### src/sv/joystick_frame_deframer_defines.svh
// Assertion helpers for the joystick frame deframer.
// Each macro expects aclk and aresetn in scope.
`ifndef JOYSTICK_FRAME_DEFRAMER_DEFINES_SVH
`define JOYSTICK_FRAME_DEFRAMER_DEFINES_SVH

// Same-cycle implication, checked outside reset.
`define JFD_ASSERT_NOW(label, ante, cons, msg) \
    label: assert property (@(posedge aclk) disable iff (!aresetn) (ante) |-> (cons)) \
        else $error(msg);

// Next-cycle implication, checked outside reset.
`define JFD_ASSERT_NEXT(label, ante, cons, msg) \
    label: assert property (@(posedge aclk) disable iff (!aresetn) (ante) |=> (cons)) \
        else $error(msg);

`endif

### src/sv/jfd_pkg.sv
package jfd_pkg;

    localparam int unsigned BYTE_W      = 8;
    localparam int unsigned PAYLOAD_LEN = 5;
    localparam int unsigned SLOT_W      = $clog2(PAYLOAD_LEN);
    localparam int unsigned AXIS_COUNT  = 4;

    // Result word layout, lowest bit first
    localparam int unsigned OUT_READY_BIT   = 0;
    localparam int unsigned OUT_REFUSED_BIT = 1;
    localparam int unsigned OUT_HELD_LSB    = 2;
    localparam int unsigned OUT_USED_W      = OUT_HELD_LSB + PAYLOAD_LEN * BYTE_W;
    localparam int unsigned OUT_DATA_W      = ((OUT_USED_W + 7) / 8) * 8;

    localparam logic [BYTE_W-1:0] SYNC_FIRST_RST  = 8'hFF;
    localparam logic [BYTE_W-1:0] SYNC_SECOND_RST = 8'h55;
    localparam logic [BYTE_W-1:0] AXIS_OFFSET     = 8'h80;
    localparam logic [BYTE_W-1:0] CHECK_BASE      = 8'hFF;

    typedef logic [BYTE_W-1:0] byte_t;

    // Command carried in tuser
    typedef enum logic {
        CMD_DATA = 1'b0,
        CMD_ACK  = 1'b1
    } cmd_t;

    // Configuration register indexes
    typedef enum logic {
        REG_SYNC_FIRST  = 1'b0,
        REG_SYNC_SECOND = 1'b1
    } reg_idx_t;

endpackage

### src/sv/joystick_frame_deframer.sv
// Joystick frame deframer.
// Input channel (s_): one transfer per received serial byte. s_tuser carries the
// command: data means take s_tdata as the next byte, acknowledge releases the held
// frame. The block hunts for the two sync bytes, collects four axes, buttons, an
// extra byte and a checksum, then latches the axes and buttons for the user.
// Result channel (m_): exactly one transfer per input transfer, carrying the ready
// flag, a refused flag and the held axes (offset to signed) and buttons.
// The result is registered and valid in the cycle after the input transfer. One item
// per cycle unless the output stalls; the parser decodes every byte in the same cycle it is taken.
// While a good frame is held, data bytes are refused and leave the parser untouched.
// Stall: a held result stays in the output register; s_tready drops only while that
// register is full and m_tready is low, so no item is lost.
// Reset (aresetn low, synchronous): hunting, ready clear, held values zero (axes
// read -128), sync bytes back to 0xFF and 0x55, output empty.
// Configuration: cfg_we writes register cfg_index (0 first sync, 1 second sync);
// write only while the block is idle.
`include "joystick_frame_deframer_defines.svh"

module joystick_frame_deframer (
    input  logic                            aclk,
    input  logic                            aresetn,
    // Input channel
    input  logic                            s_tvalid,
    output logic                            s_tready,
    input  logic [7:0]                      s_tdata,  // [7:0] data_byte
    input  logic                            s_tuser,  // [0] command
    // Result channel
    output logic                            m_tvalid,
    input  logic                            m_tready,
    // [0] frame_ready, [1] byte_refused, [9:2] left_vertical,
    // [17:10] left_horizontal, [25:18] right_vertical,
    // [33:26] right_horizontal, [41:34] buttons, [47:42] zero
    output logic [jfd_pkg::OUT_DATA_W-1:0]  m_tdata,
    // Configuration
    input  logic                            cfg_we,
    input  logic                            cfg_index,
    input  logic [7:0]                      cfg_wdata
);

    // Parser position
    typedef enum logic [3:0] {
        POS_HUNT  = 4'd0,
        POS_SYNC  = 4'd1,
        POS_LV    = 4'd2,
        POS_LH    = 4'd3,
        POS_RV    = 4'd4,
        POS_RH    = 4'd5,
        POS_BTN   = 4'd6,
        POS_EXTRA = 4'd7,
        POS_CHECK = 4'd8
    } pos_t;

    pos_t                 pos_reg, pos_next;
    jfd_pkg::byte_t       sync_first_reg, sync_second_reg;
    jfd_pkg::byte_t       staged_reg [jfd_pkg::PAYLOAD_LEN];
    jfd_pkg::byte_t       staged_next[jfd_pkg::PAYLOAD_LEN];
    jfd_pkg::byte_t       held_reg   [jfd_pkg::PAYLOAD_LEN];
    jfd_pkg::byte_t       held_next  [jfd_pkg::PAYLOAD_LEN];
    jfd_pkg::byte_t       sum_reg, sum_next;
    logic                 ready_reg, ready_next;
    logic                 refused;
    logic                 m_tvalid_reg;
    logic [jfd_pkg::OUT_DATA_W-1:0] m_tdata_reg, m_tdata_next;

    logic                 s_xfer;
    jfd_pkg::cmd_t        cmd;
    jfd_pkg::byte_t       rx_byte;
    logic [jfd_pkg::SLOT_W-1:0] slot;

    assign cmd      = jfd_pkg::cmd_t'(s_tuser);
    assign rx_byte  = s_tdata;
    // Accept whenever the output register is empty or being drained
    assign s_tready = !m_tvalid_reg || m_tready;
    assign s_xfer   = s_tvalid && s_tready;
    assign m_tvalid = m_tvalid_reg;
    assign m_tdata  = m_tdata_reg;

    // Payload slot of the current position (valid for POS_LV..POS_BTN)
    assign slot = jfd_pkg::SLOT_W'(pos_reg - POS_LV);

    // Parser: decode one byte against the current position
    always_comb begin
        pos_next   = pos_reg;
        sum_next   = sum_reg;
        ready_next = ready_reg;
        refused    = 1'b0;
        for (int k = 0; k < jfd_pkg::PAYLOAD_LEN; k++) begin
            staged_next[k] = staged_reg[k];
            held_next[k]   = held_reg[k];
        end
        if (cmd == jfd_pkg::CMD_ACK) begin
            ready_next = 1'b0;
        end else if (ready_reg) begin
            // Frame still held: drop nothing, consume nothing
            refused = 1'b1;
        end else begin
            unique case (pos_reg)
                POS_SYNC: begin
                    // Second sync wins when both registers match
                    priority if (rx_byte == sync_second_reg) begin
                        pos_next = POS_LV;
                    end else if (rx_byte == sync_first_reg) begin
                        pos_next = POS_SYNC;
                    end else begin
                        pos_next = POS_HUNT;
                    end
                end
                POS_LV, POS_LH, POS_RV, POS_RH, POS_BTN: begin
                    staged_next[slot] = rx_byte;
                    sum_next = (pos_reg == POS_LV) ? rx_byte : sum_reg + rx_byte;
                    pos_next = pos_t'(pos_reg + 4'd1);
                end
                POS_EXTRA: begin
                    pos_next = POS_CHECK;
                end
                POS_CHECK: begin
                    // Latch the frame even when the checksum fails
                    for (int k = 0; k < jfd_pkg::PAYLOAD_LEN; k++) begin
                        held_next[k] = staged_reg[k];
                    end
                    if (rx_byte == jfd_pkg::CHECK_BASE - sum_reg) begin
                        ready_next = 1'b1;
                    end
                    pos_next = POS_HUNT;
                end
                default: begin
                    // Hunting, and any stray code behaves the same
                    pos_next = (rx_byte == sync_first_reg) ? POS_SYNC : POS_HUNT;
                end
            endcase
        end
    end

    // Result word from the post-item state
    always_comb begin
        m_tdata_next = '0;
        m_tdata_next[jfd_pkg::OUT_READY_BIT]   = ready_next;
        m_tdata_next[jfd_pkg::OUT_REFUSED_BIT] = refused;
        for (int k = 0; k < jfd_pkg::PAYLOAD_LEN; k++) begin
            m_tdata_next[jfd_pkg::OUT_HELD_LSB + k*jfd_pkg::BYTE_W +: jfd_pkg::BYTE_W] =
                (k < jfd_pkg::AXIS_COUNT) ? (held_next[k] ^ jfd_pkg::AXIS_OFFSET)
                                          : held_next[k];
        end
    end

    always_ff @(posedge aclk) begin
        if (!aresetn) begin
            pos_reg         <= POS_HUNT;
            sum_reg         <= '0;
            ready_reg       <= 1'b0;
            m_tvalid_reg    <= 1'b0;
            sync_first_reg  <= jfd_pkg::SYNC_FIRST_RST;
            sync_second_reg <= jfd_pkg::SYNC_SECOND_RST;
            for (int k = 0; k < jfd_pkg::PAYLOAD_LEN; k++) begin
                held_reg[k] <= '0;
            end
        end else begin
            if (cfg_we) begin
                unique case (jfd_pkg::reg_idx_t'(cfg_index))
                    jfd_pkg::REG_SYNC_FIRST:  sync_first_reg  <= cfg_wdata;
                    jfd_pkg::REG_SYNC_SECOND: sync_second_reg <= cfg_wdata;
                    default: ;
                endcase
            end
            if (s_xfer) begin
                pos_reg   <= pos_next;
                sum_reg   <= sum_next;
                ready_reg <= ready_next;
                for (int k = 0; k < jfd_pkg::PAYLOAD_LEN; k++) begin
                    held_reg[k] <= held_next[k];
                end
                m_tvalid_reg <= 1'b1;
            end else if (m_tready) begin
                m_tvalid_reg <= 1'b0;
            end
        end
    end

    // Payload registers: no reset needed
    always_ff @(posedge aclk) begin
        if (s_xfer) begin
            for (int k = 0; k < jfd_pkg::PAYLOAD_LEN; k++) begin
                staged_reg[k] <= staged_next[k];
            end
            m_tdata_reg <= m_tdata_next;
        end
    end

    `JFD_ASSERT_NEXT(a_refused_flagged, s_xfer && cmd == jfd_pkg::CMD_DATA && ready_reg, m_tdata_reg[jfd_pkg::OUT_REFUSED_BIT] && m_tdata_reg[jfd_pkg::OUT_READY_BIT], "refused byte not reported with ready held")
    `JFD_ASSERT_NEXT(a_refused_keeps_pos, s_xfer && cmd == jfd_pkg::CMD_DATA && ready_reg, $stable(pos_reg) && $stable(sum_reg), "refused byte disturbed the parser")
    `JFD_ASSERT_NEXT(a_ack_clears, s_xfer && cmd == jfd_pkg::CMD_ACK, !ready_reg && !m_tdata_reg[jfd_pkg::OUT_REFUSED_BIT], "acknowledge did not clear ready")
    `JFD_ASSERT_NOW(a_ready_from_check, ready_reg && !$past(ready_reg), $past(pos_reg) == POS_CHECK && $past(s_xfer), "ready set outside the checksum byte")

endmodule

### config.mk
export PLATFORM = sky130hd
export DESIGN_NAME = joystick_frame_deframer
export DESIGN_NICKNAME = d
export VERILOG_FILES = /design/src/sv/jfd_pkg.sv /design/src/sv/joystick_frame_deframer.sv
export VERILOG_INCLUDE_DIRS = /design/src /design/src/sv
export SDC_FILE = /design/constraint.sdc
export NUM_CORES = 1
export LEC_CHECK = 0
export ABC_AREA = 0
export ABC_CLOCK_PERIOD_IN_PS = 4050
export BUFFER_PORTS_ARGS = -buffer_cell sky130_fd_sc_hd__buf_2
export CAP_MARGIN = 10
export CORE_MARGIN = 5
export CORE_UTILIZATION = 58
export CTS_BUF_LIST = sky130_fd_sc_hd__clkbuf_16
export DETAILED_ROUTE_END_ITERATION = 10
export GPL_TIMING_DRIVEN = 0
export PLACE_DENSITY = 0.79
export SLEW_MARGIN = 5
export SYNTH_ARGS = -nofsm -noshare
export SYNTH_HDL_FRONTEND = slang
export SYNTH_SLANG_ARGS = --single-unit
### constraint.sdc
create_clock -name aclk -period 4.05 [get_ports aclk]
set_input_delay 0.405 -clock aclk [delete_from_list [all_inputs] [get_ports aclk]]
set_output_delay 0.405 -clock aclk [all_outputs]
set_load 0.05 [all_outputs]
Word-level counts from Yosys, hierarchy flattened
Memories as Yosys holds them, arrays and structs flattened.
Cells that the tools add are included.
Storage, ports and cells
  flip-flop bits (word level): 72
  bits in writable memories: 80
  bits of input ports: 23
  output and inout port bits: 50
  logic and storage cells: 80
  memories: 2
Memory list
  held_reg: words 5, bits a word 8, rd ports 5, clocked after memory_dff 0, write ports 5, RTL line joystick_frame_deframer.sv:57  | jfd_pkg::byte_t held_reg [jfd_pkg::PAYLOAD_LEN];
  staged_reg: words 5, bits a word 8, rd ports 5, clocked after memory_dff 0, write ports 5, RTL line joystick_frame_deframer.sv:55  | jfd_pkg::byte_t staged_reg [jfd_pkg::PAYLOAD_LEN];
Operators by class
  add/sub/neg operators: 4
  order comparisons: 2
  equality and inequality tests: 11
  mux-type cells: 30
  bitwise logic cells: 13
  reduce and logical (&&, ||, !) cells: 10
Operators with widths (number)
  2-to-1 mux 40 bit: 6
  2-to-1 mux 8 bit: 7
  bitwise mux 40 bit: 1
  demux 8 bit (select 3 bit): 1
  equality test 8 bit: 3
  equality test 4 x 3 -> 1 bit (second input constant): 4
  one-hot mux 4 bit (4 select lines): 1
  2-to-1 mux 1 bit: 13
  adder 8 bit: 1
  equality test 4 x 2 -> 1 bit (second input constant): 2
  subtractor 8 bit (first input constant): 1
  inverter 1 bit: 7
  bitwise OR 1 bit: 5
  OR reduction 5 bit: 1
  adder 4 x 1 -> 4 bit (second input constant): 1
  equality test 4 x 1 -> 1 bit (second input constant): 1
  equality test 4 bit (second input constant): 1
  greater-or-equal comparator 4 bit (second input constant): 1
  less-than comparator 4 x 1 -> 1 bit (second input constant): 1
  inverter 3 -> 4 bit: 1
  AND reduction 2 bit: 2
  AND reduction 4 bit: 1
  AND reduction 3 bit: 1
  subtractor 3 x 2 -> 3 bit (second input constant): 1
  other kinds (5): 6

Longest topological paths before layout
Gate-level depths: netlist (run 1).
  depth after elaboration: 10
  mapped depth: 8
  mapped depth without buffers: 8

Least setup slack after synthesis (run 1)
OpenSTA, ideal clock, no wires.
  path type: reg2reg
  start: register m_tvalid_reg, in the netlist m_tvalid
  end: memory held_reg[0][0] in the netlist's numbering, enable pin
  arrival: 3581 ps
  setup slack: 66 ps
  cell stages (with the launch flop): 5
  cells stage by stage: dfxtp_1 > nand2b_1 > and2_1 > clkbuf_1 > nand2b_1
RTL lines
  start, declared: RTL line joystick_frame_deframer.sv:62  | logic m_tvalid_reg;
  start signal, assigned: RTL line joystick_frame_deframer.sv:151  | m_tvalid_reg <= 1'b0;
  start signal, assigned: RTL line joystick_frame_deframer.sv:172  | m_tvalid_reg <= 1'b1;
  start signal, assigned: RTL line joystick_frame_deframer.sv:174  | m_tvalid_reg <= 1'b0;
  end, declared: RTL line joystick_frame_deframer.sv:57

==> metrics.log, run 1 <==
INFO  metric finalHoldViolations = 0
INFO  metric post-route-drc-count = 0
INFO  metric timing.critical_path.to_type = register
INFO  metric synth_cell_count_leaders = sky130_fd_sc_hd__edfxtp_1 (122), sky130_fd_sc_hd__nand2_1 (46), sky130_fd_sc_hd__nor2b_1 (43), sky130_fd_sc_hd__mux2_2 (36), sky130_fd_sc_hd__dfxtp_1 (30)
INFO  metric post_drt_via_cell_ratio = 5.51
INFO  metric postSynth.asyncResetShare = 0%
INFO  metric drt_pre_antenna_iters = 5
INFO  metric finish.net_count = 589
INFO  metric synth-main-ff-cell = sky130_fd_sc_hd__edfxtp_1
INFO  metric post-dp-hpwl = 8300 um
INFO  metric cts_hold_buffers = 0
INFO  metric synthesis.instances = 461
INFO  metric initial_utilization = 58.9%
INFO  metric post-synth-top-area-cell = sky130_fd_sc_hd__edfxtp_1
INFO  metric design.portCount = 73
INFO  metric floorplan.die_area = 0.0132 sq mm
INFO  metric design.core.area = 0.0108 sq mm
INFO  metric maxSlewViolCount = 0
INFO  metric setup_viol_count_final = 0
INFO  metric dr_total_vias = 3896
INFO  metric antenna_found_initial = 0
INFO  metric final.period_utilization = 87.9%
INFO  metric insertedDiodeCount = 0
INFO  metric power.ir.vdd_worst = 0.234 mV
INFO  metric synth_seq_area_share = 66.8%
INFO  metric post_cts_resize_count = 0
INFO  metric cts_tree = done
INFO  metric synth_seq_cells = 152
INFO  metric grt_first_pass_wirelength = 20200 um
INFO  metric critPathKind = register to register
INFO  metric status = complete, no violations
INFO  metric path_max_fanout = 10
INFO  metric dp_cells = 675
INFO  metric power.density_cell_area = 476 mW/mm^2
INFO  metric fp_rows = 38
INFO  metric syn2layout_area_growth = 17.8%
INFO  metric ys_warn_count = 0
INFO  metric synthesis.area = 0.00639 sq mm
INFO  metric numCtsBuffers = 17
INFO  metric sink_count = 152
INFO  metric postSynthAreaPerCell = 13.9 sq um
INFO  metric detail-route-antenna-nets = 0
INFO  metric fin_crit = 3.56 ns
INFO  metric post_synth_num_cell_types = 51
INFO  metric cts_max_level = 4
INFO  metric routed_wire_length_per_instance = 17.7 um
INFO  metric setup_repair_after_global_routing_missed_its_margin = no
INFO  metric drt-total-wl = 12500 um
INFO  metric clk_path_buf_depth = 2
INFO  metric gr-total-overflow = 0
INFO  metric placement.io_buffers = 66
INFO  metric layout-drive-gt1-share = 27.0%
INFO  metric finalSetupTns = 0 ns
INFO  metric wp_data_required = 4.07 ns
INFO  metric final_util = 69.4%
INFO  metric drv.max_cap_violation_count = 0
INFO  metric die_w = 115 um
INFO  metric grt_max_degree = 36
INFO  metric cts_setup_buffers = 0
INFO  metric worst_setup_path_start_kind = register
INFO  metric detail_route.iter0.violations = 246
INFO  metric final-instance-count-excl-fill = 707
INFO  metric fin_skew = 0.00955 ns
INFO  metric netlist.area_leader.share = 57.4%
INFO  metric largest_register_ffs = 42
INFO  metric synth_area_leaders = sky130_fd_sc_hd__edfxtp_1 (57%), sky130_fd_sc_hd__dfxtp_1 (9.4%), sky130_fd_sc_hd__mux2_2 (6.3%)
INFO  metric worst_hold_slack = 0.215 ns
INFO  metric max_slew_margin = 19.0%
INFO  metric timing.fmax = 281 MHz
INFO  metric min_path_type = input pin to register
INFO  metric cts_root_buffer = sky130_fd_sc_hd__clkbuf_16
INFO  metric worst_setup_hold_path_clk_slew = 0.06 ns
INFO  metric worst_endpoint_data_arrival_time = 3.58 ns
INFO  metric power_leakage = 0.00291 uW
INFO  metric max_slew.worst_pin.slew = 1.21 ns
INFO  metric clk-insertion-delay-late = 0.41 ns
INFO  metric gp_routability_congestion = 0.922
INFO  metric chipHeight = 115 um
INFO  metric grt_pass1_vias = 3865
INFO  metric power = 3580 uW
INFO  metric post_synth_edffs = 122
INFO  metric yosysMostFrequentCell = sky130_fd_sc_hd__edfxtp_1
INFO  metric grt_util_all_layers = 20.2%
-- where the power goes --
part | internal [uW] | switching [uW]
combinational | 108 | 257
sequential | 1770 | 24.7
clock | 833 | 596
-- final cells by class --
type / count / area, sq um
repair buffers: 69 / 378
flip-flops and latches: 152 / 4260
fillers: 738 / 3320
clock buffers: 17 / 425
well taps: 140 / 175
clock inverters: 15 / 115
inverters: 10 / 37.5
multi-input cells: 277 / 1990
plain buffers: 27 / 140
-- critical path, stage by stage (launching register included) --
cell	delay, ns
sky130_fd_sc_hd__dfxtp_1	0.37
sky130_fd_sc_hd__inv_1	0.22
sky130_fd_sc_hd__ha_1	0.31
sky130_fd_sc_hd__nor4b_4	0.08
sky130_fd_sc_hd__or3_1	0.40
sky130_fd_sc_hd__nor2_1	0.44
sky130_fd_sc_hd__buf_2	0.33
sky130_fd_sc_hd__nand2_1	0.10
sky130_fd_sc_hd__nor3_1	0.93
-- final timing paths --
path | startpoint | endpoint | slack (ns) | cells after the start
max | pos_reg[1] | staged_reg[0][9] | 0.49 | 8
min | cfg_wdata[0] | sync_first_reg[0] | 0.21 | 3
max reg2reg | pos_reg[1] | staged_reg[0][9] | 0.49 | 8
min reg2reg | sync_second_reg[6] | sync_second_reg[6] | 0.48 | 2
-- layout by cell type, fill, tap and decap left out, types with 4 or more instances in the layout --
cell	n
sky130_fd_sc_hd__a21boi_0	7
sky130_fd_sc_hd__a21oi_1	11
sky130_fd_sc_hd__buf_2	72
sky130_fd_sc_hd__buf_4	7
sky130_fd_sc_hd__clkbuf_1	13
sky130_fd_sc_hd__clkbuf_16	17
sky130_fd_sc_hd__clkinvlp_4	4
sky130_fd_sc_hd__conb_1	6
sky130_fd_sc_hd__dfxtp_1	30
sky130_fd_sc_hd__edfxtp_1	122
sky130_fd_sc_hd__ha_1	11
sky130_fd_sc_hd__inv_1	13
sky130_fd_sc_hd__mux2_2	36
sky130_fd_sc_hd__mux2i_1	9
sky130_fd_sc_hd__nand2_1	46
sky130_fd_sc_hd__nand3_1	16
sky130_fd_sc_hd__nor2_1	8
sky130_fd_sc_hd__nor2b_1	43
sky130_fd_sc_hd__nor3_1	5
sky130_fd_sc_hd__nor4_1	7
sky130_fd_sc_hd__o21ai_0	9
sky130_fd_sc_hd__xor2_1	18
-- stage by stage --
step	cell area, sq um	worst slack [ns]
6_report	7520	0.492
5_1_grt	7520	0.313
4_1_cts	7520	0.530
3_5_place_dp	6980	0.516
3_3_place_gp	6910	-0.461
2_1_floorplan	6410	0.0656
-- logic make-up after synthesis --
group,share of synthesized area (%)
buffers and inverters,2.76
adder cells (fa/ha/maj),2.47
flip-flops,66.8
XOR/XNOR,2.61
multiplexers,7.76
other,0.0587
AO/OA/AOI/OAI,5.43
AND/OR/NAND/NOR,12.2
-- routing by layer --
metal / global-route usage [%] / vias up / routed length, um
li1: - / 1863 / -
met1: 27.1 / 1888 / 5430
met2: 32.8 / 134 / 6040
met3: 4.95 / 11 / 913
met4: 6.42 / 0 / 140
met5: 0 / - / 0
No activity file was read; power rests on OpenSTA's default activity.
==> inputs of run 2 (changes only) <==
Settings changed: CAP_MARGIN 10 to default, CELL_PAD_IN_SITES_DETAIL_PLACEMENT from default to 1, CELL_PAD_IN_SITES_GLOBAL_PLACEMENT from default to 2, CORE_UTILIZATION 58 to 41, PLACE_DENSITY 0.79 to default, PLACE_DENSITY_LB_ADDON from default to 0.1.
==> run 2 against run 1 <==
Critical path type unchanged. Clock power rose by 13%. Via count rose by 2.0%. First-iteration DRC count fell by 26%. Setup slack got worse by 0.11 ns. Final cell count rose by 10%. Largest cell class unchanged. Clock skew rose by 0.0014 ns. Hold slack got worse by 0.0045 ns. Non-clock buffer count rose by 2. Critical endpoint is now staged_reg[0][30]. Die area rose by 38%. Count of clock-buffer cells in the layout did not move.
==> metrics.log, run 2 (synthesis gave the netlist of run 1 again) <==
INFO  metric worst_endpoint_data_arrival_time = 3.70 ns
INFO  metric cell_area_reported_after_detailed_placement = 0.00709 sq mm
INFO  metric clk_path_buf_depth = 2
INFO  metric worst_setup_path_start_kind = register
INFO  metric power = 3780 uW
INFO  metric cts_root_buffer = sky130_fd_sc_hd__clkbuf_16
INFO  metric path_max_fanout = 10
INFO  metric fp_rows = 45
INFO  metric gp_routability_congestion = 0.830
INFO  metric swShare = 24.7%
INFO  metric power_leakage = 0.00295 uW
INFO  metric design.core.area = 0.0153 sq mm
INFO  metric post_drt_via_cell_ratio = 5.09
INFO  metric critPathKind = register to register
INFO  metric insertedDiodeCount = 0
INFO  metric placement.io_buffers = 66
INFO  metric layout-drive-gt1-share = 27.9%
INFO  metric drv.max_cap_violation_count = 0
INFO  metric power.combinational.fraction = 9.8%
INFO  metric p_clk_share = 42.8%
INFO  metric finalHoldViolations = 0
INFO  metric initial_utilization = 41.9%
INFO  metric drt-total-wl = 14700 um
INFO  metric seq_power_share = 47.4%
INFO  metric fin_crit = 3.67 ns
INFO  metric cts_setup_buffers = 0
INFO  metric syn2layout_area_growth = 20.5%
INFO  metric antenna_found_initial = 0
INFO  metric worst_hold_slack = 0.210 ns
INFO  metric die_w = 135 um
INFO  metric setup_viol_count_final = 0
INFO  metric fin_skew = 0.0109 ns
INFO  metric timing.critical_path.to_type = register
INFO  metric chipHeight = 135 um
INFO  metric post-dp-hpwl = 9750 um
INFO  metric cts_tree = done
INFO  metric setup_repair_after_global_routing_missed_its_margin = no
INFO  metric final.period_utilization = 90.6%
INFO  metric grt_first_pass_wirelength = 23200 um
INFO  metric max_slew.worst_pin.slew = 1.18 ns
INFO  metric worst_setup_hold_path_clk_slew = 0.06 ns
INFO  metric numCtsBuffers = 17
INFO  metric routed_wire_length_per_instance = 18.9 um
INFO  metric detail-route-antenna-nets = 0
INFO  metric maxSlewViolCount = 0
INFO  metric cts_max_level = 4
INFO  metric grt_max_degree = 28
INFO  metric most_frequent_standard_cell_in_the_layout_excluding_fill_and_tap_cells = sky130_fd_sc_hd__edfxtp_1
INFO  metric power.ir.vdd_worst = 0.285 mV
INFO  metric timing.fmax = 272 MHz
INFO  metric cellInternalPower = 2840 uW
INFO  metric wp_data_required = 4.08 ns
INFO  metric power.density_cell_area = 491 mW/mm^2
INFO  metric net-switching-power = 934 uW
INFO  metric clk-insertion-delay-late = 0.42 ns
INFO  metric min_path_type = input pin to register
INFO  metric design.portCount = 73
INFO  metric gr-total-overflow = 0
INFO  metric largest_register_ffs = 42
INFO  metric post_cts_resize_count = 0
INFO  metric cts_hold_buffers = 0
INFO  metric grt_pass1_vias = 4189
INFO  metric drt_pre_antenna_iters = 4
INFO  metric sink_count = 152
INFO  metric dr_total_vias = 3973
INFO  metric post-route-drc-count = 0
INFO  metric grt_util_all_layers = 16.9%
INFO  metric max_slew_margin = 21.0%
INFO  metric finish.net_count = 591
INFO  metric status = complete, no violations
INFO  metric most-common-layout-cells = sky130_fd_sc_hd__edfxtp_1 (122), sky130_fd_sc_hd__buf_2 (72), sky130_fd_sc_hd__nand2_1 (46)
INFO  metric floorplan.die_area = 0.0182 sq mm
INFO  metric detail_route.iter0.violations = 182
INFO  metric fin_area = 0.00770 sq mm
run 2: final timing paths:
check	cells after the start	slack [ns]	endpoint	startpoint
worst min register to register	2	0.47	sync_second_reg[3]	sync_second_reg[3]
worst max register to register	8	0.38	staged_reg[0][30]	pos_reg[1]
worst min-delay path	3	0.21	sync_first_reg[7]	cfg_wdata[7]
worst max-delay path	8	0.38	staged_reg[0][30]	pos_reg[1]
run 2: routing by layer:
metal / vias to the layer above / part of all wire, % / global-route usage, %
met2: 83 / 48 / 28.4
met1: 2006 / 46 / 21.9
met5: - / 0 / 0
li1: 1867 / - / -
met3: 17 / 3.9 / 3.65
met4: 0 / 1.4 / 5.60
run 2: per-stage QoR:
step	utilization, %	setup TNS, ns	cells	setup WS (ns)
finish	50.4	0	780	0.379
global placement	45.9	-39.46	743	-0.988
floorplan	-	0	466	0.0656
CTS	50.4	0	780	0.114
global route	50.4	0	780	0.0567
detailed placement	46.5	0	748	0.171
run 2: area by class of cell:
class / instances / area (sq um)
plain buffers: 27 / 140
clock buffers: 17 / 425
clock inverters: 15 / 174
fillers: 1553 / 7560
inverters: 10 / 37.5
multi-input cells: 277 / 1990
flip-flops and latches: 152 / 4260
well taps: 211 / 264
repair buffers: 71 / 400
run 2: power groups by stage:
stage | clock network [uW] | registers, uW | logic, uW
floorplan | 0 | 1920 | 158
global placement | 0 | 1830 | 360
detailed placement | 0 | 1830 | 375
CTS | 1640 | 1790 | 378
global route | 1720 | 1800 | 402
finish | 1620 | 1790 | 371
run 2: critical path, cell delays in order (launching register included):
cell,delay (ns)
sky130_fd_sc_hd__dfxtp_1,0.38
sky130_fd_sc_hd__inv_1,0.24
sky130_fd_sc_hd__ha_1,0.32
sky130_fd_sc_hd__nor4b_4,0.08
sky130_fd_sc_hd__or3_1,0.39
sky130_fd_sc_hd__nor2_1,0.48
sky130_fd_sc_hd__buf_2,0.34
sky130_fd_sc_hd__nand2_1,0.13
sky130_fd_sc_hd__nor3_1,0.92
==> inputs of run 3 (changes only) <==
==> constraint.sdc (replaced) <==
create_clock -name aclk -period 4.05 [get_ports aclk]
set_input_delay 0.81 -clock aclk [delete_from_list [all_inputs] [get_ports aclk]]
set_output_delay 0.81 -clock aclk [all_outputs]
set_load 0.05 [all_outputs]
==> run 3 against run 2 <==
Count of clock-buffer cells in the layout unchanged. Final cell count decreased by 0.13%. First-iteration DRC count decreased by 15%. Sequential share of layout area increased by 0.48 points. Hold slack improved by 0.27 ns. Non-clock buffer count decreased by 1. Setup slack improved by 0.032 ns. Fmax increased by 0.87%. Utilization decreased by 0.43 points. Cell area decreased by 0.86%. Largest cell class unchanged. Largest power group unchanged.
==> metrics.log, run 3 (synthesis gave the netlist of run 1 again) <==
INFO  metric power.ir.vdd_worst = 0.297 mV
INFO  metric cts_tree = done
INFO  metric max_slew.worst_pin.slew = 1.23 ns
INFO  metric post-route-drc-count = 0
INFO  metric insertedDiodeCount = 0
INFO  metric status = complete, no violations
INFO  metric layout-drive-gt1-share = 27.3%
INFO  metric power.density_cell_area = 480 mW/mm^2
INFO  metric worst_hold_slack = 0.484 ns
INFO  metric power = 3660 uW
INFO  metric worst_setup_hold_path_clk_slew = 0.06 ns
INFO  metric post_drt_via_cell_ratio = 5.07
INFO  metric power_leakage = 0.00293 uW
INFO  metric placement.io_buffers = 66
INFO  metric path_max_fanout = 10
INFO  metric gp_routability_congestion = 0.779
INFO  metric drt_pre_antenna_iters = 4
INFO  metric die_w = 135 um
INFO  metric largest_register_ffs = 42
INFO  metric global_route.usage.met2 = 29.1%
INFO  metric min_path_type = register to register
INFO  metric cts_hold_buffers = 0
INFO  metric finish.net_count = 590
INFO  metric grt_max_degree = 46
INFO  metric fin_area = 0.00763 sq mm
INFO  metric post-route-worst-setup-slack = 0.411 ns
INFO  metric maxSlewViolCount = 0
INFO  metric cts_root_buffer = sky130_fd_sc_hd__clkbuf_16
INFO  metric clk-insertion-delay-late = 0.41 ns
INFO  metric fin_crit = 3.64 ns
INFO  metric gr-total-overflow = 0
INFO  metric layout.filler_cells = 1547
INFO  metric grt_first_pass_wirelength = 23200 um
INFO  metric critPathKind = register to register
INFO  metric detail-route-antenna-nets = 0
INFO  metric post-dp-hpwl = 9860 um
INFO  metric final.period_utilization = 89.9%
INFO  metric globalRouteMet3Util = 4.32%
INFO  metric final_util = 50.0%
INFO  metric worst_endpoint_data_arrival_time = 3.67 ns
INFO  metric numCtsBuffers = 17
INFO  metric chipHeight = 135 um
INFO  metric finalHoldViolations = 0
INFO  metric fp_rows = 45
INFO  metric timing.critical_path.to_type = register
INFO  metric wp_data_required = 4.08 ns
INFO  metric post_cts_resize_count = 0
INFO  metric groute.layer.met1.usage = 21.3%
INFO  metric most-common-layout-cells = sky130_fd_sc_hd__edfxtp_1 (122), sky130_fd_sc_hd__buf_2 (72), sky130_fd_sc_hd__nand2_1 (46)
INFO  metric drv.max_cap_violation_count = 0
INFO  metric setup_repair_after_global_routing_missed_its_margin = no
INFO  metric dr_total_vias = 3947
INFO  metric cts_max_level = 4
INFO  metric antenna_found_initial = 0
INFO  metric grt_util_all_layers = 17.0%
INFO  metric cell_area_reported_after_detailed_placement = 0.00707 sq mm
INFO  metric setup_viol_count_final = 0
INFO  metric detail_route.iter0.violations = 155
INFO  metric design.core.area = 0.0153 sq mm
INFO  metric floorplan.die_area = 0.0182 sq mm
INFO  metric preCtsSetupSlack = 0.292 ns
INFO  metric grt-busiest-layer = met2
INFO  metric routed_wire_length_per_instance = 19.1 um
INFO  metric most_frequent_standard_cell_in_the_layout_excluding_fill_and_tap_cells = sky130_fd_sc_hd__edfxtp_1
INFO  metric timing.fmax = 275 MHz
INFO  metric worst_setup_path_start_kind = register
INFO  metric design.portCount = 73
INFO  metric max_slew_margin = 18.3%
INFO  metric sink_count = 152
INFO  metric fin_skew = 0.0124 ns
INFO  metric cts_setup_buffers = 0
INFO  metric initial_utilization = 41.9%
INFO  metric syn2layout_area_growth = 19.5%
INFO  metric clk_path_buf_depth = 2
INFO  metric drt-total-wl = 14800 um
INFO  metric grt_pass1_vias = 4209
==> run 3: cell types whose count changed in the layout (fill, tap and decap cells not counted), sizes merged <==
cell | previous run | this run
buf | 84 | 83
clkinv | 5 | 9
clkinvlp | 3 | 2
inv | 14 | 12
bufinv | 3 | 2
==> run 3: final cells by class <==
cell class                 count  area [sq um]  share of cell area, %
timing repair buffer          70           373                   4.89
clock inverter                15           135                   1.77
inverter                      10          37.5                  0.492
multi-input combinational    277          1990                   26.1
tap                          211           264                   3.46
buffer                        27           140                   1.84
clock buffer                  17           425                   5.57
sequential                   152          4260                   55.9
==> run 3: critical path: stages (launching register included) <==
cell                      delay [ns]
sky130_fd_sc_hd__dfxtp_1        0.38
sky130_fd_sc_hd__inv_1          0.24
sky130_fd_sc_hd__ha_1           0.33
sky130_fd_sc_hd__nor4b_4        0.08
sky130_fd_sc_hd__or3_1          0.40
sky130_fd_sc_hd__nor2_1         0.47
sky130_fd_sc_hd__buf_2          0.35
sky130_fd_sc_hd__nand2_1        0.12
sky130_fd_sc_hd__nor3_1         0.87
==> run 3: per-stage QoR <==
step,std cells,setup TNS (ns)
after floorplan,466,0
after global placement,743,-14.75
after detailed placement,747,0
after CTS,779,0
after global routing,779,0
final,779,0
==> run 3: worst paths after layout <==
| kind | from | end | slack, ns | cells after the start |
|---|---|---|---|---|
| hold / removal | sync_second_reg[2] | sync_second_reg[2] | 0.48 | 2 |
| hold reg to reg | sync_second_reg[2] | sync_second_reg[2] | 0.48 | 2 |
| setup reg to reg | pos_reg[1] | staged_reg[0][29] | 0.41 | 8 |
| setup / recovery | pos_reg[1] | staged_reg[0][29] | 0.41 | 8 |
==> run 3: layer usage <==
| metal | up-vias | routed length, um |
|---|---|---|
| met1 | 1987 | 6710 |
| li1 | 1868 | - |
| met5 | - | 0 |
| met2 | 81 | 7460 |
| met4 | 0 | 164 |
| met3 | 11 | 503 |
==> run 3: power by group <==
part,internal (uW),switching [uW],leakage (uW)
Combinational,105,265,0.00119
Sequential,1770,25.2,0.00146
Clock,895,608,0.000274
Total,2770,898,0.00293
